[config.mk]
export PLATFORM = sky130hd
export DESIGN_NAME = integer_set_table
export DESIGN_NICKNAME = d
export VERILOG_FILES = /design/src/hw/rtl/ist_pkg.sv /design/src/hw/rtl/integer_set_table.sv /design/src/hw/rtl/ist_cell.sv
export SDC_FILE = /design/constraint.sdc
export NUM_CORES = 1
export LEC_CHECK = 0
export BUFFER_PORTS_ARGS = -buffer_cell sky130_fd_sc_hd__buf_2
export CAP_MARGIN = 20
export CELL_PAD_IN_SITES_DETAIL_PLACEMENT = 0
export CELL_PAD_IN_SITES_GLOBAL_PLACEMENT = 1
export CORE_UTILIZATION = 40
export CTS_CLUSTER_DIAMETER = 150
export DETAILED_ROUTE_END_ITERATION = 10
export HOLD_SLACK_MARGIN = 0.08
export PLACE_DENSITY_LB_ADDON = 0.1
export SYNTH_ARGS = -nofsm -noshare
export SYNTH_HDL_FRONTEND = slang
export SYNTH_SLANG_ARGS = --single-unit
[constraint.sdc]
create_clock -name clk -period 10 [get_ports clk]
set_clock_uncertainty 0.2 [all_clocks]
set_input_delay 1 -clock clk [delete_from_list [all_inputs] [get_ports clk]]
set_output_delay 1 -clock clk [all_outputs]
set_load 0.01 [all_outputs]
[src/hw/rtl/ist_pkg.sv]
// ist_pkg: shared types and constants for the integer set table
// holds opcode codes, field widths and the per-cell control struct
// no dependencies
`default_nettype none

package ist_pkg;

    localparam int VALUE_W = 32;
    localparam int OP_W    = 2;
    localparam int COUNT_W = 5;

    // operation codes; the spare code behaves as a query
    localparam logic [OP_W-1:0] OP_ADD    = 2'd0;
    localparam logic [OP_W-1:0] OP_REMOVE = 2'd1;
    localparam logic [OP_W-1:0] OP_QUERY  = 2'd2;

    localparam logic STATUS_OK   = 1'b0;
    localparam logic STATUS_FULL = 1'b1;

    typedef logic signed [VALUE_W-1:0] value_t;

    // what a cell does with its entry in the update cycle
    typedef enum logic [1:0] {
        CELL_HOLD,
        CELL_LOAD_BELOW,
        CELL_LOAD_ABOVE
    } cell_op_t;

    typedef struct packed {
        logic     cmp_en;
        cell_op_t op;
    } cell_ctrl_t;

endpackage

`default_nettype wire

[src/hw/rtl/integer_set_table.sv]
// integer_set_table: top level of the fixed-capacity signed integer set
// depends on ist_pkg and ist_cell
//
// The set lives in a row of CAPACITY cells, one entry per cell, with the
// live entries packed into the lowest cells below the occupancy count.
// Each transfer carries an opcode (add, remove, query; the spare code acts
// as a query) and a value, and yields exactly one result: whether the value
// was present before, the count afterwards and a status that flags an add
// refused because the set is full. In the cycle the input transfer happens
// every cell compares the value against its entry and registers a hit; in
// the update state that follows the hits are combined and the row updates.
// An add shifts every entry up one cell and drops the new
// value into cell 0; a remove shifts the cells at and above the match down
// one cell, closing the gap. The result sits in an output register; while
// it is stalled and not yet taken, the next item is held in its update
// state. The input is stalled until an item has updated, so a new item is
// taken only once the last is through. The entries need no clearing after
// reset: only cells below the count ever take part in a compare.
`default_nettype none

module integer_set_table #(
    parameter int CAPACITY = 16
) (
    input  wire logic                          clk,
    input  wire logic                          rst_n,
    // input channel
    input  wire logic                          in_valid,
    output logic                               in_stall,
    input  wire logic [ist_pkg::OP_W-1:0]      opcode,
    input  wire logic signed [ist_pkg::VALUE_W-1:0] value,
    // result channel
    output logic                               out_valid,
    input  wire logic                          out_stall,
    output logic                               was_present,
    output logic [ist_pkg::COUNT_W-1:0]        count,
    output logic                               status
);
    import ist_pkg::*;

    localparam int OCC_W = $clog2(CAPACITY + 1);

    typedef enum logic {
        ST_IDLE,
        ST_UPDATE
    } state_t;

    state_t state_reg, state_next;
    logic [OCC_W-1:0] occ_reg, occ_next;
    logic out_valid_reg, out_valid_next;
    logic was_present_reg, was_present_next;
    logic [COUNT_W-1:0] count_reg, count_next;
    logic status_reg, status_next;

    // captured item
    logic [OP_W-1:0] op_reg;
    value_t          value_reg;

    // cell row
    value_t        cell_entry [CAPACITY];
    logic [CAPACITY-1:0] hit_vec;
    logic [CAPACITY-1:0] shift_mask;
    cell_ctrl_t    cell_ctrl [CAPACITY];

    logic in_xfer;
    logic upd_go;
    logic found;
    logic do_add;
    logic do_remove;
    logic add_full;
    logic [OCC_W+COUNT_W-1:0] count_wide;

    assign in_xfer = in_valid && !in_stall;
    assign in_stall = (state_reg != ST_IDLE);

    // update goes ahead once the output register is free or being emptied
    assign upd_go = (state_reg == ST_UPDATE) && !(out_valid_reg && out_stall);

    // entries are unique, so at most one hit; cells at and above it shift
    assign found      = |hit_vec;
    assign shift_mask = ~(hit_vec - CAPACITY'(1));

    assign do_add    = (op_reg == OP_ADD) && !found && (occ_reg < OCC_W'(CAPACITY));
    assign add_full  = (op_reg == OP_ADD) && !found && (occ_reg >= OCC_W'(CAPACITY));
    assign do_remove = (op_reg == OP_REMOVE) && found;

    genvar gi;
    generate
        for (gi = 0; gi < CAPACITY; gi++)
        begin : g_cell
            value_t below_data;
            value_t above_data;
            logic   occupied;

            if (gi == 0)
            begin : g_first
                assign below_data = value_reg;
            end
            else
            begin : g_mid
                assign below_data = cell_entry[gi-1];
            end

            if (gi == CAPACITY - 1)
            begin : g_last
                assign above_data = cell_entry[gi];
            end
            else
            begin : g_inner
                assign above_data = cell_entry[gi+1];
            end

            assign occupied = (occ_reg > OCC_W'(gi));

            always_comb
            begin
                cell_ctrl[gi].cmp_en = in_xfer;
                priority if (upd_go && do_add)
                    cell_ctrl[gi].op = CELL_LOAD_BELOW;
                else if (upd_go && do_remove && shift_mask[gi])
                    cell_ctrl[gi].op = CELL_LOAD_ABOVE;
                else
                    cell_ctrl[gi].op = CELL_HOLD;
            end

            ist_cell u_cell (
                .clk      (clk),
                .rst_n    (rst_n),
                .ctrl     (cell_ctrl[gi]),
                .probe    (value),
                .occupied (occupied),
                .below    (below_data),
                .above    (above_data),
                .entry    (cell_entry[gi]),
                .hit      (hit_vec[gi])
            );
        end
    endgenerate

    // item capture for the update cycle
    always_ff @(posedge clk)
    begin
        if (in_xfer)
        begin
            op_reg    <= opcode;
            value_reg <= value;
        end
    end

    always_comb
    begin
        state_next       = state_reg;
        occ_next         = occ_reg;
        out_valid_next   = out_valid_reg && out_stall;
        was_present_next = was_present_reg;
        count_next       = count_reg;
        status_next      = status_reg;
        count_wide       = '0;

        unique case (state_reg)
            ST_IDLE:
            begin
                if (in_xfer)
                begin
                    state_next = ST_UPDATE;
                end
            end
            ST_UPDATE:
            begin
                if (upd_go)
                begin
                    priority if (do_add)
                        occ_next = occ_reg + OCC_W'(1);
                    else if (do_remove)
                        occ_next = occ_reg - OCC_W'(1);
                    else
                        occ_next = occ_reg;
                    // count carries the low bits of the occupancy
                    count_wide       = {{COUNT_W{1'b0}}, occ_next};
                    state_next       = ST_IDLE;
                    out_valid_next   = 1'b1;
                    was_present_next = found;
                    count_next       = count_wide[COUNT_W-1:0];
                    status_next      = add_full ? STATUS_FULL : STATUS_OK;
                end
            end
            default:
            begin
                state_next = ST_IDLE;
            end
        endcase
    end

    always_ff @(posedge clk or negedge rst_n)
    begin
        if (!rst_n)
        begin
            state_reg       <= ST_IDLE;
            occ_reg         <= '0;
            out_valid_reg   <= 1'b0;
            was_present_reg <= 1'b0;
            count_reg       <= '0;
            status_reg      <= STATUS_OK;
        end
        else
        begin
            state_reg       <= state_next;
            occ_reg         <= occ_next;
            out_valid_reg   <= out_valid_next;
            was_present_reg <= was_present_next;
            count_reg       <= count_next;
            status_reg      <= status_next;
        end
    end

    assign out_valid   = out_valid_reg;
    assign was_present = was_present_reg;
    assign count       = count_reg;
    assign status      = status_reg;

    // an accepted item always moves on to its update cycle
    a_accept_to_update: assert property (@(posedge clk) disable iff (!rst_n)
        in_xfer |=> (state_reg == ST_UPDATE))
        else $error("accepted item did not reach update");

    // a value is never stored twice, so compares hit at most one cell
    a_single_hit: assert property (@(posedge clk) disable iff (!rst_n)
        (state_reg == ST_UPDATE) |-> $onehot0(hit_vec))
        else $error("more than one cell matched");

    // occupancy stays within capacity
    a_occ_bound: assert property (@(posedge clk) disable iff (!rst_n)
        occ_reg <= OCC_W'(CAPACITY))
        else $error("occupancy beyond capacity");

    // occupancy only moves in an update that produces a result
    a_occ_moves_with_result: assert property (@(posedge clk) disable iff (!rst_n)
        !upd_go |=> $stable(occ_reg))
        else $error("occupancy changed outside an update");

endmodule

`default_nettype wire

[src/hw/rtl/ist_cell.sv]
// ist_cell: one slot of the set, holding a single entry and its match flag
// depends on ist_pkg for value and control types
`default_nettype none

module ist_cell (
    input  wire logic                clk,
    input  wire logic                rst_n,
    input  wire ist_pkg::cell_ctrl_t ctrl,
    input  wire ist_pkg::value_t     probe,
    input  wire logic                occupied,
    input  wire ist_pkg::value_t     below,
    input  wire ist_pkg::value_t     above,
    output ist_pkg::value_t          entry,
    output logic                     hit
);
    import ist_pkg::*;

    value_t entry_reg;
    value_t entry_next;
    logic   hit_reg;

    always_comb
    begin
        unique case (ctrl.op)
            CELL_LOAD_BELOW: entry_next = below;
            CELL_LOAD_ABOVE: entry_next = above;
            default:         entry_next = entry_reg;
        endcase
    end

    always_ff @(posedge clk)
    begin
        entry_reg <= entry_next;
    end

    // match against the probe, only for live slots
    always_ff @(posedge clk or negedge rst_n)
    begin
        if (!rst_n)
        begin
            hit_reg <= 1'b0;
        end
        else if (ctrl.cmp_en)
        begin
            hit_reg <= occupied && (probe == entry_reg);
        end
    end

    assign entry = entry_reg;
    assign hit   = hit_reg;

endmodule

`default_nettype wire
# Word-level counts from Yosys, hierarchy flattened
# Index checks and enable logic that the tools add are counted.
# Widths: inputs -> output; s select.
# totals
register_bits	571
latch_bits	0
ramBits	0
rom_bits	0
in_bits	38
out_inout_bits	9
elab_cells	229
mem_count	0
# classes
add_sub_neg	3
multipliers	0
div	0
order_cmp	18
eq_ne	48
shifts	0
mux	55
bitwise_logic	2
n_reduce_logical	64
# ops
op	count
$pmux 32 s2	15
$eq 32x32->1	16
$mux 2	32
$logic_and 1x1->1	41
$gt 5x4->1 const B	8
$eq 2x1->1 const B	17
$reduce_bool 2->1	16
$eq 2x2->1 const B	15
$gt 5x3->1 const B	4
$not 16->16	1
$reduce_or 16->1	1
$sub 16x1->16 const B	1
$gt 5x1->1 const B	2
$gt 5x2->1 const B	2
$mux 5	2
$add 5x1->5 const B	1
$ge 5x5->1 const B	1
$lt 5x5->1 const B	1
$mux 1	5
$sub 5x1->5 const B	1
$logic_not 1->1	3
$reduce_and 3->1	1
$logic_not 2->1	1
$pmux 1 s2	1
other kinds (2)	2

# Logic depth before layout (Yosys ltp)
# Gate-level depths: netlist (run 1).
# depth
depth_word	9
depth_mapped	9
depth_no_buf	7

# By module
# Synthesis (run 1) repeated with hierarchy kept, for this count alone.
# hier_totals
cells_unflattened	2056
hier_area_um2	30189.0
# modules_own_cells
mod	n_inst	cells_each	area_per_inst_um2	seq_area_each_um2
ist_cell at g_cell[13].u_cell ...	12	117	1751.7	985.9
ist_cell at g_cell[0].u_cell ...	4	117	1761.7	985.9
integer_set_table	1	184	2122.0	1246.2

# Worst setup path after synthesis (run 1)
# Ideal clock, no wire load.
# synth_path
path_kind	flip-flop to flip-flop
from	register g_cell[0].u_cell.hit_reg
to	register g_cell[10].u_cell.entry_reg[0], enable pin
setup_ns	0.375
arrival_time_ns	4.687
path_slack_ns	4.738
stages_incl_launch_ff	8
n_path_buf	0
period_less_slack_ns	5.262
cell_sequence	dfrtp_1 > inv_1 > ha_1 > or4b_1 > nor4_1 > nand2_1 > nor3_1 > or2_2
# synth_between
elab_chain_len	8
elab_cells_between_ends	15
cone_classes	add/sub (1); eq/ne (2); mux (2); bitwise (1); reduce/logical (9)
# synth_rtl
element	line	source
from (decl)	ist_cell.sv:20	logic hit_reg;
from (signal assigned)	ist_cell.sv:45	hit_reg <= occupied && (probe == entry_reg);
parallel branches: the longest is 5 deep, another holds $sub 16x1->16	n/a	
$mux 2 *	integer_set_table.sv:117	priority if (upd_go && do_add)
$eq 2x1->1 or $eq 2x2->1 (tied branches)	ist_cell.sv:24	unique case (ctrl.op)
$reduce_bool 2->1 (no line) *	n/a	
to (signal assigned)	ist_cell.sv:33	entry_reg <= entry_next;
to (decl)	ist_cell.sv:18	value_t entry_reg;
# Every way passes the cells marked *.
# A chain may end at the register's enable or synchronous reset.

# Worst setup path in the final report (run 1)
# layout_path
from	register g_cell[0].u_cell.hit_reg
to	register g_cell[7].u_cell.entry_reg[12], enable pin
# layout_between
elab_chain_len	8
elab_cells_between_ends	15
cone_classes	add/sub (1); eq/ne (2); mux (2); bitwise (1); reduce/logical (9)
# layout_rtl
element	line
parallel branches: the longest is 5 deep, another holds $sub 16x1->16	n/a
$mux 2 *	integer_set_table.sv:117
$eq 2x1->1 or $eq 2x2->1 (tied branches)	ist_cell.sv:24
$reduce_bool 2->1 (no line) *	n/a
to (signal assigned)	ist_cell.sv:33
to (decl)	ist_cell.sv:18
# Marked as above.

==> reports/metrics.csv, run 1 <==
metric,value,unit
"most common cell after layout, fill and taps aside",edfxtp_1,
critical path's largest stage delay,0.56,ns
Crit-path slowest cell,nand2_2,
crit-path max FO,33,
overall routing resource usage,0.2838,
share of flip-flops with an asynchronous set or reset,0.04378,
Core ar.,0.07333,mm^2
fin. max-slew vios,0,
Area after DPL,0.03090,mm^2
Clock Sinks,571,
Layout area overhead,11.31,%
CTS Buf Count,70,
average size of a mapped cell,14.63,um^2
number of synthesized flops with an enable pin,546,
Seq cells post-synth,571,
status,"complete, but fails checks",
Worst Max-Slew Pin Slew,1.148,ns
Synth Flop Type,edfxtp_1,
PnR Total Power,6096,uW
CP Capture Type,flop,
share of layout cells above drive strength 1,0.3153,
Final Cell Area,0.03313,mm^2
"wirelength, routed",106800,um
via count,18210,
clk buf depth,3,
postcts setup bufs,0,
post-detailed-route count of antenna-violating nets,0,
first-pass GRT wire length,146300,um
worst skew pair latency,0.61,ns
Congestion Overflow GR,0,
Layout fillers,6638,
Die Ht,274.8,um
Setup Viol. Count Final,0,
"Req. time, crit path",10.16,ns
DR DRC count,4,
CTS tree,done,
Root Driver,clkbuf_16,
# H-tree levels,3,
vias in the first global route,17940,
Final min period,4.349,ns
Largest register FFs,512,
Worst-path clk slew,0.06,ns
hold-fix buffers at CTS,0,
DRT iter0 DRCs,2269,
Port Buffers,46,
Hold WC Path Type,in -> async,
Die ar.,0.07551,mm^2
max_slew headroom,0.2273,
DR vias/cell,5.896,
Starting Density,0.4059,
WP data arrival,4.51,ns
Die X,274.8,um
pwr dens,184.0,mW/mm^2
num ports,47,
routability cong.,0.8514,
crit start category,flop,
final net count,2115,
failing checks,design-rule violations,
RSZ-0062 raised after global routing,no,
mapped cell area,0.02977,mm^2
Cells after Synth,2035,
cell breakdown of the critical path,"inv_1, ha_1, or4b_1, nor2_1, a21boi_1, buf_4, nand2_2, nand2_1, buf_16",
Syn Nets,2079,
PostCTS Resize Cnt,0,
Achievable Freq,0.2299,GHz
peak supply drop,0.0001049,V
Final Hold Viols,0,
max-cap check violation count,0,
wire per inst,34.58,um
largest net degree at the start of global routing,42,
Unique masters post-synth,59,
CP Class,reg -> reg,
initial antenna violation count,5,
final setup TNS,0,ns
post-route clock period utilization,0.4349,
num rows,99,
"Seq/Total Area, Yosys",0.5718,
post-DP HPWL,75620,um
yosys warns,0,
most frequent cells in the layout,"edfxtp_1, mux2_2, xor2_1",
Pre-Repair DR Iteration Count,8,
leak pwr,0.01111,uW
-- stage by stage --
step | hold WS [ns] | instances | setup slack [ns] | utilization
2_1_floorplan | 0.2577 | 2035 | 4.738 | -
3_3_place_gp | 0.2888 | 2957 | 4.890 | 0.4210
3_5_place_dp | 0.2895 | 2958 | 5.003 | 0.4214
4_1_cts | 0.2544 | 3087 | 5.650 | 0.4518
5_1_grt | 0.2835 | 3087 | 5.382 | 0.4518
6_report | 0.2573 | 3088 | 5.651 | 0.4519
-- cell usage after synthesis (2+ instances only) --
library cell  number  area, um^2
mux2_1            20       225.2
a22o_1             2       17.52
buf_4             33       247.7
o21ai_2            2       17.52
o32ai_1            2       17.52
a21bo_2            2       20.02
nor2_1             9       33.78
o31ai_1           10       75.07
xor2_1           294        2575
dfrtp_1           25       625.6
o21ai_0           13       65.06
a21o_1             2       15.01
and3_1             3       18.77
nand4_1           67       419.2
clkbuf_1          62       232.7
or3_1              5       31.28
a21oi_1            5       25.02
xnor2_1          226        1979
nand2_2            8       50.05
buf_6              6       67.56
nand3_1           18       90.09
nor4_1            84       525.5
nor3_1            14       70.07
ha_1               6       75.07
or3b_2             2       17.52
a2111oi_0          3       26.28
a211oi_1           2       15.01
buf_2             10       50.05
buf_1             11       41.29
edfxtp_1         546       16400
nand2_1           35       131.4
and2_1             2       12.51
mux2_2           456        5135
or2_2              5       31.28
nor3b_4            2       37.54
or4_1              3       22.52
mux2_4             6       90.09
a311oi_1           4       35.03
inv_1             10       37.54
-- worst paths after layout --
path / from / end / slack, ns / depth (start not counted)
hold reg to reg: g_cell[15].u_cell.hit$_DFFE_PN0P_ / g_cell[15].u_cell.hit$_DFFE_PN0P_ / 0.30 / 1
setup reg to reg: g_cell[0].u_cell.hit$_DFFE_PN0P_ / g_cell[7].u_cell.entry[12]$_DFFE_PP_ / 5.65 / 9
min in group clk: g_cell[15].u_cell.hit$_DFFE_PN0P_ / g_cell[15].u_cell.hit$_DFFE_PN0P_ / 0.30 / 1
max in group asynchronous: rst_n / count[4]$_DFFE_PN0P_ / 8.88 / 1
setup / recovery: g_cell[0].u_cell.hit$_DFFE_PN0P_ / g_cell[7].u_cell.entry[12]$_DFFE_PP_ / 5.65 / 9
hold / removal: rst_n / count[1]$_DFFE_PN0P_ / 0.26 / 1
-- cell families after synthesis --
group                    share of synthesized area
buffers and inverters                      0.02287
AND/OR/NAND/NOR                            0.05191
flip-flops                                  0.5718
adder cells (fa/ha/maj)                   0.002522
AO/OA/AOI/OAI                              0.01446
XOR/XNOR                                    0.1530
multiplexers                                0.1834
-- per-layer routing --
layer	part of all wire	up-vias	global-route usage
met5	0.00016	-	0
met4	0.029	2	0.09392
met3	0.079	162	0.04827
met2	0.42	861	0.4051
met1	0.47	9503	0.4327
li1	-	7678	-
-- power by group --
| part | internal, uW | switching, uW | leakage [uW] |
|---|---|---|---|
| Combinational | 219 | 393 | 0.00473 |
| Clock | 1490 | 1040 | 0.00109 |
| Sequential | 2770 | 189 | 0.00530 |
-- area by class of cell --
type                    count  area [um^2]  area share
flip-flops and latches    571        17020      0.5137
multi-input cells        1331        12090      0.3648
clock buffers              95         1931     0.05827
well taps                 959         1200     0.03621
repair buffers             86        550.5     0.01662
clock inverters            34        301.5    0.009101
inverters                  11        41.29    0.001246
diodes                      1        2.502  0.00007552
-- critical path, delay by kind of cell (launching register included) --
| family | cells | cell delay, ns |
|---|---|---|
| AO/OA/AOI/OAI | 1 | 0.38 |
| buffers and inverters | 3 | 0.78 |
| flip-flops | 1 | 0.42 |
| adder cells (fa/ha/maj) | 1 | 0.19 |
| AND/OR/NAND/NOR | 4 | 2.12 |
(Power assumes the default switching activity.)
==> run 2: changes to the inputs <==
==> constraint.sdc (replaced) <==
create_clock -name clk -period 3.8 [get_ports clk]
set_clock_uncertainty 0.2 [all_clocks]
set_input_delay 0.38 -clock clk [delete_from_list [all_inputs] [get_ports clk]]
set_output_delay 0.38 -clock clk [all_outputs]
set_load 0.01 [all_outputs]
==> reports/metrics.csv, run 2 (same netlist as run 1, synthesis figures left out) <==
metric,value,unit
num ports,47,
via count,17620,
crit-path max FO,32,
largest net degree at the start of global routing,41,
share of layout cells above drive strength 1,0.3250,
Layout fillers,6622,
Clock Sinks,571,
DRT iter0 DRCs,1661,
Sw Share,0.2728,
fin. max-slew vios,0,
worst skew pair latency,0.62,ns
post-detailed-route count of antenna-violating nets,0,
final net count,2182,
Clk pwr share,0.397,
DR vias/cell,5.600,
Hold WC Path Type,in -> reg,
CTS tree,done,
Ant. Diodes,0,
Final Hold Viols,0,
Starting Density,0.4059,
"most used cell, CP",buf_4,
Die Ht,274.8,um
Congestion Overflow GR,0,
pwr dens,468.5,mW/mm^2
Setup Viol. Count Final,0,
max_slew headroom,0.3574,
"wirelength, routed",98150,um
crit start category,flop,
WP data arrival,3.66,ns
Reg power frac,0.484,
Layout area overhead,12.99,%
"most common cell after layout, fill and taps aside",edfxtp_1,
overall routing resource usage,0.2625,
post-DP HPWL,74060,um
critical path's largest stage delay,0.56,ns
Pre-Repair DR Iteration Count,7,
Finished Layout Cells,3147,
max-cap check violation count,0,
Cell Int Power,11460,uW
Die ar.,0.07551,mm^2
RSZ-0062 raised after global routing,no,
CP Class,reg -> reg,
leak pwr,0.01139,uW
placed cell count,3007,
DR DRC count,2,
failing checks,design-rule violations,
combinational power share,0.119,
routability cong.,0.8590,
"Req. time, crit path",3.97,ns
Root Driver,clkbuf_16,
final setup TNS,0,ns
Largest register FFs,512,
Final min period,3.491,ns
Die X,274.8,um
most frequent cells in the layout,"edfxtp_1, mux2_2, xor2_1",
vias in the first global route,18160,
# H-tree levels,3,
Crit-path slowest cell,or4b_1,
CP Capture Type,flop,
R2R Setup Slk,0.31,ns
Port Buffers,46,
Worst Max-Slew Pin Slew,0.9396,ns
hold slack,0.1075,ns
Psw,4299,uW
Achievable Freq,0.2865,GHz
multi-input logic area,0.01209,mm^2
CTS Buf Count,69,
first-pass GRT wire length,139900,um
post-route clock period utilization,0.9186,
num rows,99,
cell breakdown of the critical path,"inv_1, ha_1, or4b_1, nor2_1, a21boi_1, buf_4, nand2_2, buf_4, mux2_2",
clk buf depth,3,
PostCTS Resize Cnt,0,
wire per inst,31.19,um
initial antenna violation count,2,
peak supply drop,0.0002562,V
status,"complete, but fails checks",
Worst-path clk slew,0.06,ns
FF/Latch Area,0.01702,mm^2
Core ar.,0.07333,mm^2
## run 2: cell count changes in the layout (fill, tap and decap cells not counted), sizes merged
cell / delta
buf: +49
dlygate4sd3: +19
clkbuf: -5
bufinv: -4
diode: -1
inv: +1
## run 2: worst paths after layout
check	from	cells past startpoint	end
min	in_valid	4	in_stall$_DFF_PN0_
max in group asynchronous	rst_n	2	g_cell[12].u_cell.hit$_DFFE_PN0P_
max reg2reg	g_cell[0].u_cell.hit$_DFFE_PN0P_	9	g_cell[12].u_cell.entry[18]$_DFFE_PP_
max	g_cell[0].u_cell.hit$_DFFE_PN0P_	9	g_cell[12].u_cell.entry[18]$_DFFE_PP_
min in group asynchronous	rst_n	2	g_cell[2].u_cell.hit$_DFFE_PN0P_
min reg2reg	g_cell[14].u_cell.entry[22]$_DFFE_PP_	0	g_cell[15].u_cell.entry[22]$_DFFE_PN_
## run 2: cell type report
class / count / share of cell area
sequential: 571 / 0.5061
tap: 959 / 0.03568
clock buffer: 90 / 0.05491
timing repair buffer: 154 / 0.03571
inverter: 11 / 0.001228
multi-input combinational: 1331 / 0.3595
clock inverter: 31 / 0.006845
## run 2: per-stage QoR
step | total power, uW | area (um^2) | setup slack (ns) | util
floorplan | 8647 | 29780 | 0.08338 | -
global placement | 9585 | 31370 | 0.2978 | 0.4277
detailed placement | 9592 | 31370 | 0.2610 | 0.4277
CTS | 15890 | 33630 | 0.2629 | 0.4587
global route | 16240 | 33630 | 0.1045 | 0.4587
finish | 15760 | 33630 | 0.3095 | 0.4587
## run 2: critical path: cells and delay by family, from the launching register on
family	cells	cell delay (ns)
adder cells (fa/ha/maj)	1	0.18
buffers and inverters	3	0.78
flip-flops	1	0.42
multiplexers	1	0.39
AND/OR/NAND/NOR	3	1.06
AO/OA/AOI/OAI	1	0.15
## run 2: power by group through the flow
stage / sequential [uW] / clock [uW] / combinational [uW]
2_1_floorplan: 7620 / 0 / 1030
3_3_place_gp: 7760 / 0 / 1820
3_5_place_dp: 7770 / 0 / 1820
4_1_cts: 7640 / 6400 / 1850
5_1_grt: 7670 / 6590 / 1990
6_report: 7630 / 6250 / 1870
## run 2: repair_timing
item / 4_1_cts / 5_1_grt
hold endpoints to repair: 46 / 0
hold buffers: 19 / 0
buffers inserted: 0 / 0
## run 2: routing by layer
layer,vias up,global-route usage,wire length (um)
met2,498,0.3835,42510
met4,2,0.05830,1601
met5,-,0,13
met1,9236,0.3900,46830
li1,7798,-,-
met3,89,0.06581,7192
==> run 3: changes to the inputs <==
--- a/config.mk
+++ b/config.mk
@@ -5,6 +5,7 @@
 export SDC_FILE = /design/constraint.sdc
 export NUM_CORES = 1
 export LEC_CHECK = 0
+export ABC_AREA = 1
 export BUFFER_PORTS_ARGS = -buffer_cell sky130_fd_sc_hd__buf_2
 export CAP_MARGIN = 20
 export CELL_PAD_IN_SITES_DETAIL_PLACEMENT = 0
@@ -14,6 +15,7 @@
 export DETAILED_ROUTE_END_ITERATION = 10
 export HOLD_SLACK_MARGIN = 0.08
 export PLACE_DENSITY_LB_ADDON = 0.1
+export SLEW_MARGIN = 20
 export SYNTH_ARGS = -nofsm -noshare
 export SYNTH_HDL_FRONTEND = slang
 export SYNTH_SLANG_ARGS = --single-unit
==> reports/metrics.csv, run 3 <==
metric,value,unit
"Req. time, crit path",3.90,ns
GR peak layer,met2,
final net count,4202,
PnR worst setup slack,0.4615,ns
fin. max-slew vios,0,
PnR Total Power,16380,uW
"count leader, synth",nand2_1,
Final Hold Viols,0,
max_slew headroom,0.2343,
Finished Layout Cells,5261,
peak supply drop,0.0003090,V
CTS Buf Count,71,
number of synthesized flops with an enable pin,546,
Root Driver,clkbuf_16,
WP data arrival,3.44,ns
Synth top area share,0.5078,
worst skew pair latency,0.63,ns
DR DRC count,0,
met1 GRT Util,0.4708,
Setup Viol. Count Final,0,
pwr dens,451.6,mW/mm^2
wire per inst,28.37,um
num ports,47,
Finished Core Util,0.4569,
"area leader, netlist",edfxtp_1,
"Seq/Total Area, Yosys",0.5271,
Starting Density,0.4067,
Synth Flop Type,edfxtp_1,
most frequent cells in the layout,"nand2_1, edfxtp_1, inv_1",
Seq cells post-synth,571,
Congestion Overflow GR,0,
CTS tree,done,
share of flip-flops with an asynchronous set or reset,0.04378,
placed cell count,5129,
Largest register FFs,512,
Worst-path clk slew,0.06,ns
DR vias/cell,5.474,
average size of a mapped cell,7.901,um^2
largest net degree at the start of global routing,58,
initial antenna violation count,5,
post-DP HPWL,109800,um
vias in the first global route,27140,
Die ar.,0.08186,mm^2
Ant. Diodes,0,
clk buf depth,3,
dpl ws,0.5186,ns
post-route clock period utilization,0.8786,
"top cells by area, synth","edfxtp_1, nand2_1, o21ai_0, inv_1, xnor2_1",
Unique masters post-synth,39,
max-cap check violation count,0,
"most common cell after layout, fill and taps aside",nand2_1,
most instantiated cells after synthesis,"nand2_1, edfxtp_1, inv_1",
post-detailed-route count of antenna-violating nets,0,
# H-tree levels,3,
"wirelength, routed",149300,um
routability cong.,0.9480,
Clock Sinks,571,
DRT iter0 DRCs,3665,
CP Class,reg -> reg,
first-pass GRT wire length,206300,um
Die Ht,286.1,um
met3 global-route usage,0.05334,
Achievable Freq,0.2995,GHz
overall routing resource usage,0.3624,
PostCTS Resize Cnt,0,
Core ar.,0.07939,mm^2
Hold WC Path Type,in -> reg,
Die X,286.1,um
CP Capture Type,flop,
Final min period,3.339,ns
crit start category,flop,
Syn Nets,4131,
Layout area overhead,12.34,%
status,finished clean,
leak pwr,0.01579,uW
via count,28800,
crit-path max FO,33,
yosys warns,0,
mapped cell area,0.03229,mm^2
Pre-Repair DR Iteration Count,6,
num rows,103,
Worst Max-Slew Pin Slew,1.147,ns
Cells after Synth,4087,
met2 layer usage reported by global route,0.5869,
RSZ-0062 raised after global routing,no,
share of layout cells above drive strength 1,0.07219,
Port Buffers,46,
run 3: metrics by stage:
step / hold slack (ns) / setup TNS, ns / instance area [um^2]
2_1_floorplan: -0.1156 / -40.96 / 32290
3_3_place_gp: 0.2696 / 0 / 34030
3_5_place_dp: 0.2682 / 0 / 34030
4_1_cts: 0.08942 / 0 / 36270
5_1_grt: 0.08494 / 0 / 36270
6_report: 0.1267 / 0 / 36270
run 3: cells by family after synthesis:
| group | after synthesis | share of synthesized area |
|---|---|---|
| adders and majority gates | 6 | 0.002325 |
| and+or+nand+nor | 2285 | 0.2764 |
| buffers and inverters | 629 | 0.07808 |
| DFF | 571 | 0.5271 |
| xor gates and xnor gates | 184 | 0.05014 |
| AOI/OAI and AO/OA | 412 | 0.06595 |
run 3: final cells by class:
type,instances,area (um^2)
Fill cell,8318,43110
Clock inverter,27,212.7
Multi-Input combinational cell,2887,12820
Clock buffer,99,1974
Sequential cell,571,17020
Timing Repair Buffer,174,1231
Inverter,453,1703
Tap cell,1050,1314
run 3: critical path, cell delays in order (launching register included):
cell and delay [ns]:
dfrtp_1 0.47, inv_1 0.12, ha_1 0.24, nand2_1 0.13
nor2_2 0.07, nand2_2 0.10, nand3_4 0.33, inv_4 0.31
buf_4 0.41, nand2_1 0.13, nand2_1 0.18, buf_12 0.24
run 3: per-layer routing:
metal | share of wire | vias up | routed length [um]
met2 | 0.46 | 1406 | 68760
li1 | - | 13050 | -
met5 | 0.000087 | - | 13
met1 | 0.40 | 14030 | 59490
met3 | 0.081 | 303 | 12040
met4 | 0.060 | 2 | 8943
run 3: report_power, final:
group	internal [uW]	leakage (uW)	switching, uW
clock	3820	0.00108	2850
sequential	7210	0.00528	342
combinational	573	0.00943	1580
total	11600	0.0158	4770
run 3: worst paths after layout:
kind | slack (ns) | start | depth (start not counted) | endpoint
setup / recovery | 0.46 | g_cell[0].u_cell.hit$_DFFE_PN0P_ | 11 | g_cell[10].u_cell.entry[1]$_DFFE_PP_
hold reg to reg | 0.28 | status$_DFFE_PN0P_ | 2 | status$_DFFE_PN0P_
max in group asynchronous | 2.72 | rst_n | 2 | g_cell[15].u_cell.hit$_DFFE_PN0P_
setup reg to reg | 0.46 | g_cell[0].u_cell.hit$_DFFE_PN0P_ | 11 | g_cell[10].u_cell.entry[1]$_DFFE_PP_
hold / removal | 0.13 | value[19] | 2 | g_cell[0].below_data[19]$_DFFE_PP_
min in group asynchronous | 0.17 | rst_n | 2 | was_present$_DFFE_PN0P_
run 3: repair_timing:
item                                    in CTS  in global routing
hold endpoints to repair                    33                  0
hold buffers                                 6                  0
endpoints found under the setup margin       0                  0
setup buffers                                0                  0
